<file path="config.mk">
export PLATFORM = sky130hd
export DESIGN_NAME = rate_monotonic_tick_scheduler_flat
export DESIGN_NICKNAME = d
export VERILOG_FILES = /design/src/rtl/rmts_pkg.sv /design/src/rtl/rmts_tick_if.sv /design/src/rtl/rmts_result_if.sv /design/src/rtl/rmts_apb_regs.sv /design/src/rtl/rmts_sched_core.sv /design/src/rtl/rate_monotonic_tick_scheduler.sv /design/src/flat_wrapper.sv
export SDC_FILE = /design/constraint.sdc
export NUM_CORES = 1
export LEC_CHECK = 0
export ABC_AREA = 1
export BUFFER_PORTS_ARGS = -buffer_cell sky130_fd_sc_hd__buf_2
export CAP_MARGIN = 20
export CORE_MARGIN = 1
export CORE_UTILIZATION = 50
export DETAILED_ROUTE_END_ITERATION = 10
export PLACE_DENSITY = 0.73
export SLEW_MARGIN = 10
export SYNTH_ARGS = -nofsm -noshare
export SYNTH_HDL_FRONTEND = slang
export SYNTH_SLANG_ARGS = --single-unit
</file>
<file path="constraint.sdc">
create_clock -name i_clk -period 11.85 [get_ports i_clk]
set_input_delay 1.185 -clock i_clk [delete_from_list [all_inputs] [get_ports i_clk]]
set_output_delay 1.185 -clock i_clk [all_outputs]
set_load 0.01 [all_outputs]
</file>
<file path="src/rtl/rmts_pkg.sv">
// ----------------------------------------------------------------------------
// rmts_pkg
// Shared types, widths, register codes and reset values of the
// rate-monotonic tick scheduler.
// ----------------------------------------------------------------------------
package rmts_pkg;

    // Fixed field widths
    localparam int SLOT_COUNT = 4;      // register slots, independent of thread count
    localparam int PERIOD_W   = 16;
    localparam int EXEC_W     = 8;
    localparam int TOTAL_W    = 32;
    localparam int MASK_W     = 4;
    localparam int THREAD_W   = 2;

    // Default build parameters
    localparam int NUM_THREADS_DEF = 4;
    localparam int QUEUE_DEPTH_DEF = 16;

    // APB port
    localparam int PADDR_W = 5;
    localparam int PDATA_W = 32;
    localparam int REG_W   = 3;

    // Register index codes
    localparam logic [REG_W-1:0] REG_PERIOD_0 = 3'd0;
    localparam logic [REG_W-1:0] REG_PERIOD_1 = 3'd1;
    localparam logic [REG_W-1:0] REG_PERIOD_2 = 3'd2;
    localparam logic [REG_W-1:0] REG_PERIOD_3 = 3'd3;
    localparam logic [REG_W-1:0] REG_EXEC_0   = 3'd4;
    localparam logic [REG_W-1:0] REG_EXEC_1   = 3'd5;
    localparam logic [REG_W-1:0] REG_EXEC_2   = 3'd6;
    localparam logic [REG_W-1:0] REG_EXEC_3   = 3'd7;

    // Reset values
    localparam logic [SLOT_COUNT-1:0][PERIOD_W-1:0] PERIOD_RST =
        {16'd24, 16'd12, 16'd6, 16'd3};
    localparam logic [SLOT_COUNT-1:0][EXEC_W-1:0] EXEC_RST =
        {8'd4, 8'd2, 8'd2, 8'd1};

    localparam logic [EXEC_W-1:0]  PROG_MAX  = '1;
    localparam logic [TOTAL_W-1:0] TOTAL_MAX = '1;

    // Configuration seen by the scheduler core
    typedef struct packed {
        logic [SLOT_COUNT-1:0][PERIOD_W-1:0] period;
        logic [SLOT_COUNT-1:0][EXEC_W-1:0]   exec_size;
    } t_cfg;

    // One result item
    typedef struct packed {
        logic                served_valid;
        logic [THREAD_W-1:0] served_thread;
        logic                task_done;
        logic [MASK_W-1:0]   released_mask;
        logic [MASK_W-1:0]   pending_mask;
        logic [MASK_W-1:0]   overflow_mask;
        logic [TOTAL_W-1:0]  released_total;
        logic [TOTAL_W-1:0]  completed_total;
    } t_result;

endpackage

</file>
<file path="src/rtl/rmts_tick_if.sv">
// ----------------------------------------------------------------------------
// rmts_tick_if
// Tick channel: valid/ready handshake with a one-bit tick payload.
// ----------------------------------------------------------------------------
interface rmts_tick_if;
    logic valid;
    logic ready;
    logic tick;

    modport source (output valid, output tick, input ready);
    modport sink   (input valid, input tick, output ready);
endinterface

</file>
<file path="src/rtl/rmts_result_if.sv">
// ----------------------------------------------------------------------------
// rmts_result_if
// Result channel: valid/ready handshake with scheduler status payload.
// ----------------------------------------------------------------------------
interface rmts_result_if;
    logic        valid;
    logic        ready;
    logic        served_valid;
    logic [1:0]  served_thread;
    logic        task_done;
    logic [3:0]  released_mask;
    logic [3:0]  pending_mask;
    logic [3:0]  overflow_mask;
    logic [31:0] released_total;
    logic [31:0] completed_total;

    modport source (output valid, output served_valid, output served_thread,
                    output task_done, output released_mask, output pending_mask,
                    output overflow_mask, output released_total,
                    output completed_total, input ready);
    modport sink   (input valid, input served_valid, input served_thread,
                    input task_done, input released_mask, input pending_mask,
                    input overflow_mask, input released_total,
                    input completed_total, output ready);
endinterface

</file>
<file path="src/rtl/rmts_apb_regs.sv">
// ----------------------------------------------------------------------------
// rmts_apb_regs
// APB register file holding thread periods and job execution sizes.
// ----------------------------------------------------------------------------
module rmts_apb_regs (
    input  logic                         i_clk,
    input  logic                         i_rst_n,
    input  logic                         psel,
    input  logic                         penable,
    input  logic                         pwrite,
    input  logic [rmts_pkg::PADDR_W-1:0] paddr,
    input  logic [rmts_pkg::PDATA_W-1:0] pwdata,
    output logic [rmts_pkg::PDATA_W-1:0] prdata,
    output logic                         pready,
    output rmts_pkg::t_cfg               o_cfg
);
    import rmts_pkg::*;

    logic [SLOT_COUNT-1:0][PERIOD_W-1:0] r_period;
    logic [SLOT_COUNT-1:0][EXEC_W-1:0]   r_exec;
    logic [REG_W-1:0]                    reg_idx;
    logic                                wr_en;

    assign pready  = 1'b1;
    assign reg_idx = paddr[PADDR_W-1:2];
    assign wr_en   = psel & penable & pwrite & pready;

    // Register writes
    always_ff @(posedge i_clk) begin
        if (!i_rst_n) begin
            r_period <= PERIOD_RST;
            r_exec   <= EXEC_RST;
        end else if (wr_en) begin
            unique case (reg_idx)
                REG_PERIOD_0: r_period[0] <= pwdata[PERIOD_W-1:0];
                REG_PERIOD_1: r_period[1] <= pwdata[PERIOD_W-1:0];
                REG_PERIOD_2: r_period[2] <= pwdata[PERIOD_W-1:0];
                REG_PERIOD_3: r_period[3] <= pwdata[PERIOD_W-1:0];
                REG_EXEC_0:   r_exec[0]   <= pwdata[EXEC_W-1:0];
                REG_EXEC_1:   r_exec[1]   <= pwdata[EXEC_W-1:0];
                REG_EXEC_2:   r_exec[2]   <= pwdata[EXEC_W-1:0];
                REG_EXEC_3:   r_exec[3]   <= pwdata[EXEC_W-1:0];
                default:      r_exec[3]   <= r_exec[3];
            endcase
        end
    end

    // Read mux
    always_comb begin
        unique case (reg_idx)
            REG_PERIOD_0: prdata = PDATA_W'(r_period[0]);
            REG_PERIOD_1: prdata = PDATA_W'(r_period[1]);
            REG_PERIOD_2: prdata = PDATA_W'(r_period[2]);
            REG_PERIOD_3: prdata = PDATA_W'(r_period[3]);
            REG_EXEC_0:   prdata = PDATA_W'(r_exec[0]);
            REG_EXEC_1:   prdata = PDATA_W'(r_exec[1]);
            REG_EXEC_2:   prdata = PDATA_W'(r_exec[2]);
            REG_EXEC_3:   prdata = PDATA_W'(r_exec[3]);
            default:      prdata = '0;
        endcase
    end

    assign o_cfg.period    = r_period;
    assign o_cfg.exec_size = r_exec;

endmodule

</file>
<file path="src/rtl/rmts_sched_core.sv">
// ----------------------------------------------------------------------------
// rmts_sched_core
// Per-thread release counters, pending counts, head job progress and totals.
// One tick is applied per step; the result is produced combinationally.
// ----------------------------------------------------------------------------
module rmts_sched_core #(
    parameter int NUM_THREADS = rmts_pkg::NUM_THREADS_DEF,
    parameter int QUEUE_DEPTH = rmts_pkg::QUEUE_DEPTH_DEF
) (
    input  logic              i_clk,
    input  logic              i_rst_n,
    input  logic              i_step,
    input  rmts_pkg::t_cfg    i_cfg,
    output rmts_pkg::t_result o_res
);
    import rmts_pkg::*;

    localparam int PEND_W = $clog2(QUEUE_DEPTH + 1);
    localparam int RCNT_W = $clog2(NUM_THREADS + 1);
    localparam logic [PEND_W-1:0] PEND_FULL = PEND_W'(QUEUE_DEPTH);

    logic [PERIOD_W-1:0] r_phase [NUM_THREADS];
    logic [PEND_W-1:0]   r_pend  [NUM_THREADS];
    logic [EXEC_W-1:0]   r_prog  [NUM_THREADS];
    logic [TOTAL_W-1:0]  r_released;
    logic [TOTAL_W-1:0]  r_completed;

    logic [PERIOD_W-1:0] n_phase [NUM_THREADS];
    logic [PEND_W-1:0]   n_pend  [NUM_THREADS];
    logic [EXEC_W-1:0]   n_prog  [NUM_THREADS];
    logic [TOTAL_W-1:0]  n_released;
    logic [TOTAL_W-1:0]  n_completed;

    logic [PEND_W-1:0]   pend_rel [NUM_THREADS];
    logic [EXEC_W-1:0]   prog_inc [NUM_THREADS];
    logic [MASK_W-1:0]   rel_mask, pend_mask, ovf_mask;
    logic [RCNT_W-1:0]   rel_cnt;
    logic                found, done;
    logic [THREAD_W-1:0] sel;
    logic [TOTAL_W:0]    rel_sum;

    // Releases, priority service and counter updates
    always_comb begin
        rel_mask  = '0;
        pend_mask = '0;
        ovf_mask  = '0;
        rel_cnt   = '0;
        found     = 1'b0;
        done      = 1'b0;
        sel       = '0;
        for (int i = 0; i < NUM_THREADS; i++) begin
            if (r_phase[i] >= i_cfg.period[i]) begin
                n_phase[i] = PERIOD_W'(1);
                if (r_pend[i] >= PEND_FULL) begin
                    ovf_mask[i] = 1'b1;
                end else begin
                    rel_mask[i] = 1'b1;
                end
            end else begin
                n_phase[i] = r_phase[i] + PERIOD_W'(1);
            end
            pend_rel[i]  = r_pend[i] + PEND_W'(rel_mask[i]);
            pend_mask[i] = (pend_rel[i] != '0);
            rel_cnt      = rel_cnt + RCNT_W'(rel_mask[i]);
            prog_inc[i]  = (r_prog[i] == PROG_MAX) ? r_prog[i] : r_prog[i] + EXEC_W'(1);
            n_pend[i]    = pend_rel[i];
            n_prog[i]    = r_prog[i];
            // lowest-numbered thread with work gets one unit
            if (pend_mask[i] && !found) begin
                found = 1'b1;
                sel   = THREAD_W'(i);
                if (prog_inc[i] >= i_cfg.exec_size[i]) begin
                    done      = 1'b1;
                    n_prog[i] = '0;
                    n_pend[i] = pend_rel[i] - PEND_W'(1);
                end else begin
                    n_prog[i] = prog_inc[i];
                end
            end
        end
        rel_sum     = {1'b0, r_released} + (TOTAL_W + 1)'(rel_cnt);
        n_released  = rel_sum[TOTAL_W] ? TOTAL_MAX : rel_sum[TOTAL_W-1:0];
        n_completed = (done && r_completed != TOTAL_MAX) ?
                      r_completed + TOTAL_W'(1) : r_completed;
    end

    // State registers
    always_ff @(posedge i_clk) begin
        if (!i_rst_n) begin
            for (int i = 0; i < NUM_THREADS; i++) begin
                r_phase[i] <= '0;
                r_pend[i]  <= '0;
                r_prog[i]  <= '0;
            end
            r_released  <= '0;
            r_completed <= '0;
        end else if (i_step) begin
            for (int i = 0; i < NUM_THREADS; i++) begin
                r_phase[i] <= n_phase[i];
                r_pend[i]  <= n_pend[i];
                r_prog[i]  <= n_prog[i];
            end
            r_released  <= n_released;
            r_completed <= n_completed;
        end
    end

    assign o_res.served_valid    = found;
    assign o_res.served_thread   = sel;
    assign o_res.task_done       = done;
    assign o_res.released_mask   = rel_mask;
    assign o_res.pending_mask    = pend_mask;
    assign o_res.overflow_mask   = ovf_mask;
    assign o_res.released_total  = n_released;
    assign o_res.completed_total = n_completed;

    // Checks
    a_done_needs_serve: assert property (@(posedge i_clk) disable iff (!i_rst_n)
        o_res.task_done |-> o_res.served_valid)
        else $error("job completed without service");

    a_rel_ovf_excl: assert property (@(posedge i_clk) disable iff (!i_rst_n)
        (o_res.released_mask & o_res.overflow_mask) == '0)
        else $error("thread both released and overflowed");

    a_serve_has_work: assert property (@(posedge i_clk) disable iff (!i_rst_n)
        o_res.served_valid |-> o_res.pending_mask[o_res.served_thread])
        else $error("served thread had no pending work");

    a_completed_mono: assert property (@(posedge i_clk) disable iff (!i_rst_n)
        i_step |=> r_completed >= $past(r_completed))
        else $error("completed total went backward");

    a_pend_bound: assert property (@(posedge i_clk) disable iff (!i_rst_n)
        r_pend[0] <= PEND_FULL)
        else $error("pending count beyond queue depth");

endmodule

</file>
<file path="src/rtl/rate_monotonic_tick_scheduler.sv">
// ----------------------------------------------------------------------------
// rate_monotonic_tick_scheduler
// Rate-monotonic scheduler for periodic threads driven by a tick stream,
// with APB-programmable periods and execution sizes.
//
//   Channel   Dir  Handshake        Payload
//   i_tick    in   valid/ready      tick
//   o_res     out  valid/ready      service, masks, totals
//   APB       in   psel/penable     period_0..3, exec_size_0..3 at 4*i
//
// One tick is accepted every cycle while the result is not stalled. A tick
// passes an input register and the scheduler update, and lands in the result
// register. A tick of 0 is consumed without a result. Synchronous active-low
// reset restores register defaults and clears all counters. A stalled result
// holds the result register; the input stage still accepts one more tick.
// ----------------------------------------------------------------------------
module rate_monotonic_tick_scheduler #(
    parameter int NUM_THREADS = rmts_pkg::NUM_THREADS_DEF,
    parameter int QUEUE_DEPTH = rmts_pkg::QUEUE_DEPTH_DEF
) (
    input  logic                         i_clk,
    input  logic                         i_rst_n,
    rmts_tick_if.sink                    i_tick,
    rmts_result_if.source                o_res,
    input  logic                         psel,
    input  logic                         penable,
    input  logic                         pwrite,
    input  logic [rmts_pkg::PADDR_W-1:0] paddr,
    input  logic [rmts_pkg::PDATA_W-1:0] pwdata,
    output logic [rmts_pkg::PDATA_W-1:0] prdata,
    output logic                         pready
);
    import rmts_pkg::*;

    t_cfg    cfg;
    t_result core_res;
    t_result r_out;
    logic    r_out_valid;
    logic    r_s1_valid;
    logic    r_s1_tick;
    logic    s1_adv;
    logic    step;

    rmts_apb_regs u_regs (
        .i_clk   (i_clk),
        .i_rst_n (i_rst_n),
        .psel    (psel),
        .penable (penable),
        .pwrite  (pwrite),
        .paddr   (paddr),
        .pwdata  (pwdata),
        .prdata  (prdata),
        .pready  (pready),
        .o_cfg   (cfg)
    );

    rmts_sched_core #(
        .NUM_THREADS (NUM_THREADS),
        .QUEUE_DEPTH (QUEUE_DEPTH)
    ) u_core (
        .i_clk   (i_clk),
        .i_rst_n (i_rst_n),
        .i_step  (step),
        .i_cfg   (cfg),
        .o_res   (core_res)
    );

    // Stage advance: a zero tick never needs the result register
    assign s1_adv       = r_s1_valid & (~r_s1_tick | ~r_out_valid | o_res.ready);
    assign step         = s1_adv & r_s1_tick;
    assign i_tick.ready = ~r_s1_valid | s1_adv;

    // Input register
    always_ff @(posedge i_clk) begin
        if (!i_rst_n) begin
            r_s1_valid <= 1'b0;
        end else if (i_tick.ready) begin
            r_s1_valid <= i_tick.valid;
        end
    end

    always_ff @(posedge i_clk) begin
        if (i_tick.ready && i_tick.valid) begin
            r_s1_tick <= i_tick.tick;
        end
    end

    // Result register
    always_ff @(posedge i_clk) begin
        if (!i_rst_n) begin
            r_out_valid <= 1'b0;
        end else if (step) begin
            r_out_valid <= 1'b1;
        end else if (o_res.ready) begin
            r_out_valid <= 1'b0;
        end
    end

    always_ff @(posedge i_clk) begin
        if (step) begin
            r_out <= core_res;
        end
    end

    assign o_res.valid           = r_out_valid;
    assign o_res.served_valid    = r_out.served_valid;
    assign o_res.served_thread   = r_out.served_thread;
    assign o_res.task_done       = r_out.task_done;
    assign o_res.released_mask   = r_out.released_mask;
    assign o_res.pending_mask    = r_out.pending_mask;
    assign o_res.overflow_mask   = r_out.overflow_mask;
    assign o_res.released_total  = r_out.released_total;
    assign o_res.completed_total = r_out.completed_total;

endmodule
</file>
<file path="src/flat_wrapper.sv">
// flat-port wrapper written by rule: the top's interface ports become plain ports
module rate_monotonic_tick_scheduler_flat import rmts_pkg::*;
#(
    parameter int NUM_THREADS = rmts_pkg::NUM_THREADS_DEF,
    parameter int QUEUE_DEPTH = rmts_pkg::QUEUE_DEPTH_DEF
)
  (i_clk, i_rst_n, psel, penable, pwrite, paddr, pwdata, prdata, pready, i_tick_valid, i_tick_tick, i_tick_ready, o_res_valid, o_res_served_valid, o_res_served_thread, o_res_task_done, o_res_released_mask, o_res_pending_mask, o_res_overflow_mask, o_res_released_total, o_res_completed_total, o_res_ready);
  rmts_tick_if i_tick_i ();
  rmts_result_if o_res_i ();
  input  logic i_clk;
  input  logic i_rst_n;
  input  logic psel;
  input  logic penable;
  input  logic pwrite;
  input  logic [rmts_pkg::PADDR_W-1:0] paddr;
  input  logic [rmts_pkg::PDATA_W-1:0] pwdata;
  output logic [rmts_pkg::PDATA_W-1:0] prdata;
  output logic pready;
  input wire logic [$bits(i_tick_i.valid)-1:0] i_tick_valid;
  input wire logic [$bits(i_tick_i.tick)-1:0] i_tick_tick;
  output wire logic [$bits(i_tick_i.ready)-1:0] i_tick_ready;
  output wire logic [$bits(o_res_i.valid)-1:0] o_res_valid;
  output wire logic [$bits(o_res_i.served_valid)-1:0] o_res_served_valid;
  output wire logic [$bits(o_res_i.served_thread)-1:0] o_res_served_thread;
  output wire logic [$bits(o_res_i.task_done)-1:0] o_res_task_done;
  output wire logic [$bits(o_res_i.released_mask)-1:0] o_res_released_mask;
  output wire logic [$bits(o_res_i.pending_mask)-1:0] o_res_pending_mask;
  output wire logic [$bits(o_res_i.overflow_mask)-1:0] o_res_overflow_mask;
  output wire logic [$bits(o_res_i.released_total)-1:0] o_res_released_total;
  output wire logic [$bits(o_res_i.completed_total)-1:0] o_res_completed_total;
  input wire logic [$bits(o_res_i.ready)-1:0] o_res_ready;
  assign i_tick_i.valid = i_tick_valid;
  assign i_tick_i.tick = i_tick_tick;
  assign i_tick_ready = i_tick_i.ready;
  assign o_res_valid = o_res_i.valid;
  assign o_res_served_valid = o_res_i.served_valid;
  assign o_res_served_thread = o_res_i.served_thread;
  assign o_res_task_done = o_res_i.task_done;
  assign o_res_released_mask = o_res_i.released_mask;
  assign o_res_pending_mask = o_res_i.pending_mask;
  assign o_res_overflow_mask = o_res_i.overflow_mask;
  assign o_res_released_total = o_res_i.released_total;
  assign o_res_completed_total = o_res_i.completed_total;
  assign o_res_i.ready = o_res_ready;
  rate_monotonic_tick_scheduler #(.NUM_THREADS(NUM_THREADS), .QUEUE_DEPTH(QUEUE_DEPTH)) u_core (.i_clk(i_clk), .i_rst_n(i_rst_n), .i_tick(i_tick_i), .o_res(o_res_i), .psel(psel), .penable(penable), .pwrite(pwrite), .paddr(paddr), .pwdata(pwdata), .prdata(prdata), .pready(pready));
endmodule
</file>
==> results of run 1 <==
## state kept, by name (all words and copies together) (netlist names)
signal	flops
u_core.o_res.completed_total	32
u_core.o_res.overflow_mask	4
u_core.o_res.pending_mask	4
u_core.o_res.released_mask	4
u_core.o_res.released_total	32
u_core.o_res.served_thread	2
u_core.o_res.served_valid	1
u_core.o_res.task_done	1
u_core.o_res.valid	1
u_core.r_s1_tick	1
u_core.r_s1_valid	1
u_core.u_core.r_completed	32
u_core.u_core.r_pend	20
u_core.u_core.r_phase	64
u_core.u_core.r_prog	32
u_core.u_core.r_released	32
u_core.u_regs.o_cfg	96
## metal layers
layer  track usage [%]  vias to the layer above  wire length [um]
met3             4.595                       99              3435
met5                 0                        -                 0
li1                  -                     8314                 -
met4             8.217                        0              1335
met2             38.68                      478             22360
met1             31.09                     7741             21040
## layout make-up
type                            count  area, um2  area share (%)
Sequential cell                   359       9159           40.81
Timing Repair Buffer              136      730.7           3.256
Clock inverter                     17      185.2          0.8252
Tap cell                          518      648.1           2.888
Multi-Input combinational cell   1679       9303           41.46
Inverter                          333       1252           5.581
Clock buffer                       57       1162           5.180
## cells by family (layout without fill, tap and decap cells)
group,count (synthesis),after routing,share of synthesized area [%]
other,2,17,0.03747
XOR/XNOR,91,91,4.014
AO/OA/AOI/OAI,405,405,11.16
flip-flops,359,359,45.70
AND/OR/NAND/NOR,1041,1041,22.94
multiplexers,1,1,0.05618
buffers and inverters,411,543,8.241
adder cells (fa/ha/maj),124,124,7.854
## worst paths after layout
check                                             startpoint                                         end  slack, ns  depth (start not counted)
setup / recovery   u_core.u_core.r_phase[0][5]$_SDFFCE_PP0P_    u_core.u_core.r_released[6]$_SDFFE_PN0P_       6.49                         25
setup reg to reg   u_core.u_core.r_phase[0][5]$_SDFFCE_PP0P_    u_core.u_core.r_released[6]$_SDFFE_PN0P_       6.49                         25
hold reg to reg   u_core.u_core.r_completed[31]$_SDFFE_PN0P_  u_core.u_core.r_completed[31]$_SDFFE_PN0P_       0.47                          2
hold / removal    u_core.u_core.r_completed[31]$_SDFFE_PN0P_  u_core.u_core.r_completed[31]$_SDFFE_PN0P_       0.47                          2
## where the power goes
part	switching (mW)	internal, mW	leakage, nW	total (mW)
logic	0.178	0.0845	5.33	0.262
clock network	0.527	0.755	0.668	1.28
registers	0.0259	1.35	3.27	1.37
total	0.731	2.19	9.27	2.92
## critical path, stage by stage, from the launching register on
cell and delay [ns]:
edfxtp_1 0.46, ha_1 0.33, a21oi_1 0.17, nor2_1 0.07, a211oi_1 0.18, o21ai_0 0.16, nand2_1 0.08, nand2_1 0.04
nand2_1 0.07, nand2_1 0.17, nand2_1 0.12, inv_1 0.09, fa_1 0.51, inv_1 0.05, fa_1 0.47, inv_1 0.11
fa_1 0.22, inv_1 0.10, nor3_1 0.26, nand2_1 0.22, nor2_1 0.18, nand4_1 0.46, buf_4 0.42, o21ai_1 0.17
nand2_1 0.09, o21ai_1 0.08
## synth_stat cells, types with 8 or more instances
cell      instances  area [um2]
a211oi_1         10       75.07
a21oi_1         160       800.8
a221oi_1          8       70.07
buf_2             9       45.04
buf_4            20       150.1
clkbuf_1         40       150.1
dfxtp_1         162        3243
edfxtp_1        197        5916
ha_1            121        1514
inv_1           319        1197
inv_2            10       37.54
nand2_1         528        1982
nand2_2          17       106.4
nand3_1         124       620.6
nand4_1          51       319.1
nor2_1          222       833.3
nor3_1           34       170.2
nor4_1           12       75.07
o211ai_1         16       120.1
o21ai_0         157       785.8
o22ai_1          15       93.84
or2_2            15       93.84
xnor2_1          29       254.0
xor2_1           61       534.3
==> results by group, run 1 <==
Die
  – Core area: 0.03910 mm2
  – Chip width: 202.2 um
  – I/O pin count: 160
  – Starting Density: 51.26%
  – Site Rows: 72
  – Die Span Y: 202.2 um
  – Full die area: 0.04089 mm2

Route
  – Routed length per instance: 15.55 um
  – Vias per std cell: 5.367
  – Initial DRT Pass Iterations: 7
  – Total Wirelength: 48180 um
  – ANT nets after route: 0
  – DRT iter0 DRCs: 1174
  – Residual DRC: 0
  – DR vias: 16632

Placed design
  – Place WS: 6.487 ns
  – IO buf count: 124
  – Dpl hpwl: 34180 um
  – Placed insts: 3024
  – DP Area: 0.02107 mm2
  – Placer's final routability congestion estimate: 0.9146

Worst setup path
  – Crit Path Max Fanout: 21
  – Crit path capture type: flop
  – Arrival time at the worst endpoint: 5.86 ns
  – WS Path Type: flop to flop
  – Required @ worst endpoint: 12.34 ns
  – Critical Path Source Type: flop

Timing
  – Max Fclk: 186.4 MHz
  – Max_slew headroom: 31.38%
  – Worst slew pin tran: 1.029 ns
  – Min Tclk post-route: 5.364 ns
  – Tcrit/Tclk final: 45.27%
  – Setup TNS: 0 ns
  – Clock Skew: 0.01759 ns
  – RSZ-0062 raised after global routing: no
  – Final hold vios: 0
  – Worst hold margin: 0.4718 ns
  – Final setup vio count: 0
  – Setup WS post-layout: 6.486 ns
  – Final Slew Violations: 0

Clock tree
  – Post-CTS Resized: 0
  – CTS max path bufs: 3
  – CTS Buf Count: 40
  – Post-CTS setup buffer count: 0
  – Cts hold-fix bufs: 0
  – Clock sinks: 359
  – Htree depth: 2
  – Worst-Skew Late Latency: 0.56 ns
  – Clk root buf: clkbuf_16
  – CTS tree: built
  – Clock slew at reported path FFs: 0.06 ns

Layout
  – Layout area overhead: 11.97%
  – Ant diodes: 0
  – Final cell count without fillers: 3099
  – # fillers: 3506
  – End-of-flow core utilization: 57.40%
  – Nets: 2718
  – Most frequent cells in the layout: 528 x nand2_1, 319 x inv_1, 220 x nor2_1, 197 x edfxtp_1, 162 x dfxtp_1
  – Most common cell after layout, fill and taps aside: nand2_1
  – Share of layout cells above drive strength 1: 10.81%
  – Design area: 0.02244 mm2

Pwr
  – PwrDens: 130.1 mW/mm2
  – Final Power: 2.919 mW
  – Leak: 9.271 nW
  – IR drop worst, VDD: 103.1 uV

Min path
  – HP Class: flop to flop

Global route
  – GRT Total Usage: 23.60%
  – Total grt overflow: 0
  – First-pass GRT wire length: 78650 um
  – Vias in the first global route: 15987
  – Initial antenna violation count: 0
  – Pin count of the biggest net entering global routing: 97

Synth
  – Mapped Area: 0.02004 mm2
  – Post-synth EDFFs: 197
  – Async SR Flop Fraction: 0%
  – Post-Synthesis Cells: 2434
  – Synth cell types: 58
  – YS warnings: 0
  – Seq/Total Area, Yosys: 45.70%
  – Seq cells post-synth: 359
  – Average size of a mapped cell: 8.234 um2
  – Post-synth top flop: edfxtp_1

Outcome
  – Status: finished, final reports clean

Job
  – Max_cap viols: 0
Note: power is estimated with default switching activity, not from simulation.
==> run 2, diff against run 1 <==
PLACE_DENSITY = 0.76   (was 0.73)
clock period = 4.3 ns   (was 11.85 ns; I/O delays follow)
==> run 2 against run 1 <==
  * Utilization grew 1.9 points
  * Global-route usage grew 0.89 points
  * Sequential power grew to 2.8 times the previous value
  * Maximum frequency grew 32%
  * Register-to-register slack lost 6.2 ns
  * Sequential share of layout area shrank 1.3 points
  * Hold slack lost 0.43 ns
  * Via count grew 3.0%
  * Final cell count grew 2.1%
  * Critical path type unchanged
  * Total power grew to 2.8 times the previous value
  * Highest routed layer unchanged
  * Flip-flop and latch count is the same
==> results by group, run 2 (synthesis results as in run 1) <==
Layout
  – Share of layout cells above drive strength 1: 14.47% (+3.7 points)
  – End-of-flow core utilization: 59.31% (+1.9 points)
  – Nets: 2783 (+2.4%)
  – Layout area overhead: 15.69%
  – Most frequent cells in the layout: 517 x nand2_1, 313 x inv_1, 216 x nor2_1, 197 x edfxtp_1, 162 x dfxtp_1
  – Ant diodes: 0 (unchanged)
  – # fillers: 3415 (-2.6%)
  – Most common cell after layout, fill and taps aside: nand2_1
  – Max reg flops: 96 (unchanged)

Route
  – ANT nets after route: 0 (unchanged)
  – Initial DRT Pass Iterations: 6 (-1)
  – Routed length per instance: 16.01 um (+3.0%)
  – Residual DRC: 0 (unchanged)
  – DRT iter0 DRCs: 1307 (+11%)
  – Total Wirelength: 50640 um (+5.1%)
  – Vias per std cell: 5.413 (+0.87%)
  – DR vias: 17128 (+3.0%)

Clock tree
  – Cts hold-fix bufs: 0 (unchanged)
  – CTS Buf Count: 40 (unchanged)
  – CTS tree: built
  – Htree depth: 2 (unchanged)
  – Clock slew at reported path FFs: 0.06 ns (about the same)
  – CTS max path bufs: 3 (unchanged)
  – Worst-Skew Late Latency: 0.56 ns (about the same)
  – Clk root buf: clkbuf_16
  – Clock sinks: 359 (unchanged)

Worst setup path
  – Slowest library cell on the worst path: edfxtp_1
  – WS Path Type: flop to flop
  – Crit path capture type: flop
  – Critical Path Source Type: flop
  – Crit Path Max Fanout: 5 (-76%)
  – Crit path top cell by count: nand2_2
  – Required @ worst endpoint: 4.61 ns (-7.73 ns)
  – Largest stage delay on the critical path: 0.40 ns (-0.11 ns)
  – Arrival time at the worst endpoint: 4.37 ns (-1.49 ns)

Placed design
  – Placer's final routability congestion estimate: 0.9285 (+1.5%)
  – IO buf count: 124 (unchanged)
  – Dpl hpwl: 35790 um (+4.7%)

Pwr
  – Final Power: 8.302 mW (+180%)
  – Leak: 9.696 nW (+4.6%)
  – PwrDens: 358.0 mW/mm2 (+180%)
  – IR drop worst, VDD: 269.8 uV (+160%)

Global route
  – Vias in the first global route: 16455 (+2.9%)
  – Total grt overflow: 0 (unchanged)
  – Initial antenna violation count: 0 (unchanged)
  – First-pass GRT wire length: 81570 um (+3.7%)
  – Pin count of the biggest net entering global routing: 96 (-1.0%)
  – GRT Total Usage: 24.49% (+0.89 points)

Timing
  – Min Tclk post-route: 4.056 ns (-1.309 ns)
  – Worst slew pin tran: 1.100 ns (+0.07117 ns)
  – Max_slew headroom: 26.64% (-4.7 points)
  – Final setup vio count: 0 (unchanged)
  – Setup TNS: 0 ns (unchanged)
  – Worst hold margin: 0.04510 ns (-0.4267 ns)
  – Clock Skew: 0.02023 ns (+0.002644 ns)
  – Max Fclk: 246.6 MHz (+32%)
  – Tcrit/Tclk final: 94.32% (+49 points)
  – RSZ-0062 raised after global routing: yes
  – Final hold vios: 0 (unchanged)
  – Final Slew Violations: 0 (unchanged)

Job
  – Max_cap viols: 0 (unchanged)

Die
  – Site Rows: 72 (unchanged)
  – Chip width: 202.2 um (unchanged)
  – Full die area: 0.04089 mm2 (unchanged)
  – Die Span Y: 202.2 um (unchanged)
  – Core area: 0.03910 mm2 (unchanged)
  – I/O pin count: 160 (unchanged)
  – Starting Density: 51.26% (unchanged)

Outcome
  – Status: finished, final reports clean

Min path
  – HP Class: input port to flop
## run 2: cell types whose count changed in the layout (fill, tap and decap cells not counted), sizes merged
cell,change
buf,+63
nand2,+2
bufinv,+1
clkinv,-1
## run 2: critical path: cells and delay by family, from the launching register on
family	cells	cell delay (ns)
simple gates	13	1.35
buf+inv	4	0.36
fa+ha+maj	4	0.96
flops	1	0.40
compound gates	5	0.71
## run 2: layout make-up
type / count / area [um2] / area share (%)
Multi-Input combinational cell: 1681 / 9473 / 40.85
Sequential cell: 359 / 9159 / 39.50
Inverter: 333 / 1252 / 5.401
Clock buffer: 57 / 1234 / 5.321
Timing Repair Buffer: 199 / 1221 / 5.267
Tap cell: 518 / 648.1 / 2.795
Clock inverter: 17 / 200.2 / 0.8634
## run 2: path summary, 6_finish.rpt
path,startpoint,to,slack (ns),cells after the start
setup / recovery,u_core.u_core.r_phase[0][0]$_SDFFCE_PN0P_,u_core.u_core.r_pend[1][4]$_SDFFCE_PN0P_,0.24,26
hold / removal,i_tick_tick,u_core.r_s1_tick$_DFFE_PP_,0.05,1
setup reg to reg,u_core.u_core.r_phase[0][0]$_SDFFCE_PN0P_,u_core.u_core.r_pend[1][4]$_SDFFCE_PN0P_,0.24,26
hold reg to reg,u_core.u_regs.o_cfg[53]$_SDFFE_PN0P_,u_core.u_regs.o_cfg[53]$_SDFFE_PN0P_,0.49,2
## run 2: repair_timing
item,CTS,global route
pin swaps,2,11
gates cloned,2,2
setup buffers,2,11
setup endpoints to repair,62,142
resized for setup,13,54
## run 2: power by group
part | total, mW | switching (mW) | internal, mW
Clock | 3.69 | 1.44 | 2.25
Sequential | 3.78 | 0.0673 | 3.72
Combinational | 0.831 | 0.537 | 0.293
Total | 8.30 | 2.04 | 6.26
## run 2: layer usage
metal	part of all wire [%]	track usage (%)	vias up
li1	-	-	8451
met1	44	32.59	8092
met2	47	40.56	514
met3	6.9	4.031	71
met4	2.3	7.975	0
met5	0	0	-
## run 2: stage by stage
step           instances  setup slack (ns)  area (um2)
5_1_grt             3164          -0.03822       23190
4_1_cts             3151           0.02427       22940
6_report            3164            0.2442       23190
3_3_place_gp        3073          -0.05788       21430
3_5_place_dp        3073           -0.1475       21430
2_1_floorplan       2449            0.3062       20110
==> run 3, diff against run 2 <==
PLACE_DENSITY = 0.73   (was 0.76)
clock period = 5.2 ns   (was 4.3 ns; I/O delays follow)
==> run 3 against run 2 <==
  * Utilization shrank 2.2 points
  * Largest power group unchanged
  * Sequential power shrank 17%
  * First-iteration DRC count shrank 13%
  * Clock power shrank 27%
  * Non-clock buffer count decreased by 62
  * Clock skew is 0.0011 ns higher
  * Final cell count is 2.1% lower
  * Maximum frequency is 14% lower
  * Die area did not move
  * Register-to-register slack better by 0.22 ns
  * Clock-buffer cell count rose by 1
  * Combinational power fell by 28%
==> results by group, run 3 (synthesis results as in run 1) <==
Timing
  – Final Slew Violations: 0 (unchanged)
  – Setup WS post-layout: 0.4676 ns (+0.2234 ns)
  – Min Tclk post-route: 4.732 ns (+0.6766 ns)
  – Setup TNS: 0 ns (unchanged)
  – Tcrit/Tclk final: 91.01% (-3.3 points)
  – Final setup vio count: 0 (unchanged)
  – Max Fclk: 211.3 MHz (-14%)
  – Final hold vios: 0 (unchanged)
  – Worst slew pin tran: 0.9461 ns (-0.1543 ns)
  – Max_slew headroom: 36.92% (+10 points)
  – Clock Skew: 0.02130 ns (+0.001066 ns)
  – RSZ-0062 raised after global routing: no

Route
  – ANT nets after route: 0 (unchanged)
  – Vias per std cell: 5.403 (-0.20%)
  – DRT iter0 DRCs: 1132 (-13%)
  – Total Wirelength: 49170 um (-2.9%)
  – DR vias: 16738 (-2.3%)
  – Residual DRC: 0 (unchanged)
  – Initial DRT Pass Iterations: 6 (unchanged)
  – Routed length per instance: 15.87 um (-0.84%)

Worst setup path
  – Crit path capture type: flop
  – Arrival time at the worst endpoint: 5.13 ns (+0.76 ns)
  – Crit Path Max Fanout: 4 (-1)
  – Largest stage delay on the critical path: 0.51 ns (+0.11 ns)
  – WS Path Type: flop to flop
  – Critical Path Source Type: flop
  – R2R depth: 26 (unchanged)
  – Internal reg-to-reg setup slack: 0.47 ns (+0.22 ns)
  – Required @ worst endpoint: 5.60 ns (+0.99 ns)
  – Slowest library cell on the worst path: fa_1

Global route
  – Initial antenna violation count: 0 (unchanged)
  – First-pass GRT wire length: 79200 um (-2.9%)
  – Total grt overflow: 0 (unchanged)
  – Pin count of the biggest net entering global routing: 96 (unchanged)
  – Vias in the first global route: 16048 (-2.5%)
  – GRT Total Usage: 23.86% (-0.63 points)

Pwr
  – IR drop worst, VDD: 335.7 uV (+24%)
  – Leak: 9.190 nW (-5.2%)
  – PwrDens: 287.9 mW/mm2 (-20%)

Placed design
  – Dpl hpwl: 35190 um (-1.7%)
  – DP Area: 0.02108 mm2 (-1.6%)
  – IO buf count: 124 (unchanged)
  – Placed insts: 3026 (-1.5%)
  – Place WS: 0.4301 ns (+0.5775 ns)
  – Placer's final routability congestion estimate: 0.8990 (-3.2%)

Die
  – Full die area: 0.04089 mm2 (unchanged)
  – Core area: 0.03910 mm2 (unchanged)
  – Starting Density: 51.26% (unchanged)
  – I/O pin count: 160 (unchanged)
  – Die Span Y: 202.2 um (unchanged)
  – Site Rows: 72 (unchanged)
  – Chip width: 202.2 um (unchanged)

Job
  – Max_cap viols: 0 (unchanged)

Clock tree
  – Cts hold-fix bufs: 0 (unchanged)
  – CTS Buf Count: 39 (-2.5%)
  – Clk root buf: clkbuf_16
  – CTS max path bufs: 3 (unchanged)
  – Post-CTS setup buffer count: 0 (-2)
  – Clock sinks: 359 (unchanged)
  – CTS tree: built
  – Clock slew at reported path FFs: 0.06 ns (about the same)
  – Worst-Skew Late Latency: 0.57 ns (about the same)
  – Htree depth: 2 (unchanged)

Layout
  – Share of layout cells above drive strength 1: 10.62% (-3.9 points)
  – Most frequent cells in the layout: 527 x nand2_1, 319 x inv_1, 220 x nor2_1, 197 x edfxtp_1, 162 x dfxtp_1
  – Design area: 0.02232 mm2 (-3.8%)
  – Layout area overhead: 11.35%
  – Max reg flops: 96 (unchanged)
  – Final cell count without fillers: 3098 (-2.1%)
  – Nets: 2718 (-2.3%)
  – Most common cell after layout, fill and taps aside: nand2_1
  – Ant diodes: 0 (unchanged)
  – # fillers: 3500 (+2.5%)

Min path
  – Hold path depth: 1 (unchanged)
  – HP Class: input port to flop

Outcome
  – Status: finished, final reports clean
[run 3: per-stage QoR]
| step | util, % | hold slack (ns) | power [mW] |
|---|---|---|---|
| after floorplan | - | 0.4446 | 3.622 |
| after global placement | 53.92 | 0.4559 | 3.761 |
| after detailed placement | 53.92 | 0.4592 | 3.787 |
| after CTS | 57.03 | 0.1105 | 6.465 |
| after global routing | 57.08 | 0.1239 | 6.657 |
| final | 57.08 | 0.1344 | 6.425 |
[run 3: path summary, 6_finish.rpt]
check / start / end
worst max-delay path: u_core.u_core.r_phase[0][5]$_SDFFCE_PP0P_ / u_core.u_core.r_released[30]$_SDFFE_PN0P_
worst min-delay path: i_tick_tick / u_core.r_s1_tick$_DFFE_PP_
worst max register to register: u_core.u_core.r_phase[0][5]$_SDFFCE_PP0P_ / u_core.u_core.r_released[30]$_SDFFE_PN0P_
worst min register to register: u_core.u_core.r_completed[31]$_SDFFE_PN0P_ / u_core.u_core.r_completed[31]$_SDFFE_PN0P_
[run 3: critical path, delay by kind of cell (launching register included)]
kind | cells | cell delay [ns]
adder cells (fa/ha/maj) | 4 | 1.54
AND/OR/NAND/NOR | 12 | 1.41
AO/OA/AOI/OAI | 4 | 0.61
buffers and inverters | 6 | 0.54
flip-flops | 1 | 0.46
[run 3: layer usage]
layer / share of wire (%) / up-vias / track usage, %
li1: - / 8325 / -
met1: 45 / 7875 / 31.96
met2: 46 / 455 / 39.09
met3: 6.7 / 83 / 4.095
met4: 2.6 / 0 / 7.868
met5: 0 / - / 0.2381
[run 3: timing repair]
item,CTS,global route
gates resized for setup,0,4
setup endpoints to repair,0,51
hold endpoints to repair,0,0
[run 3: cell type report]
cell class	count	area, um2	share of cell area (%)
Clock buffer	58	1120	5.018
Clock inverter	14	98.84	0.4429
Inverter	333	1252	5.612
Multi-Input combinational cell	1679	9320	41.76
Sequential cell	359	9159	41.04
Tap cell	518	648.1	2.904
Timing Repair Buffer	137	718.2	3.218
[run 3: where the power goes]
| group | leakage, nW | switching [mW] | internal, mW |
|---|---|---|---|
| logic | 5.33 | 0.409 | 0.191 |
| registers | 3.27 | 0.0592 | 3.07 |
| clock network | 0.588 | 1.19 | 1.51 |
| total | 9.19 | 1.66 | 4.77 |
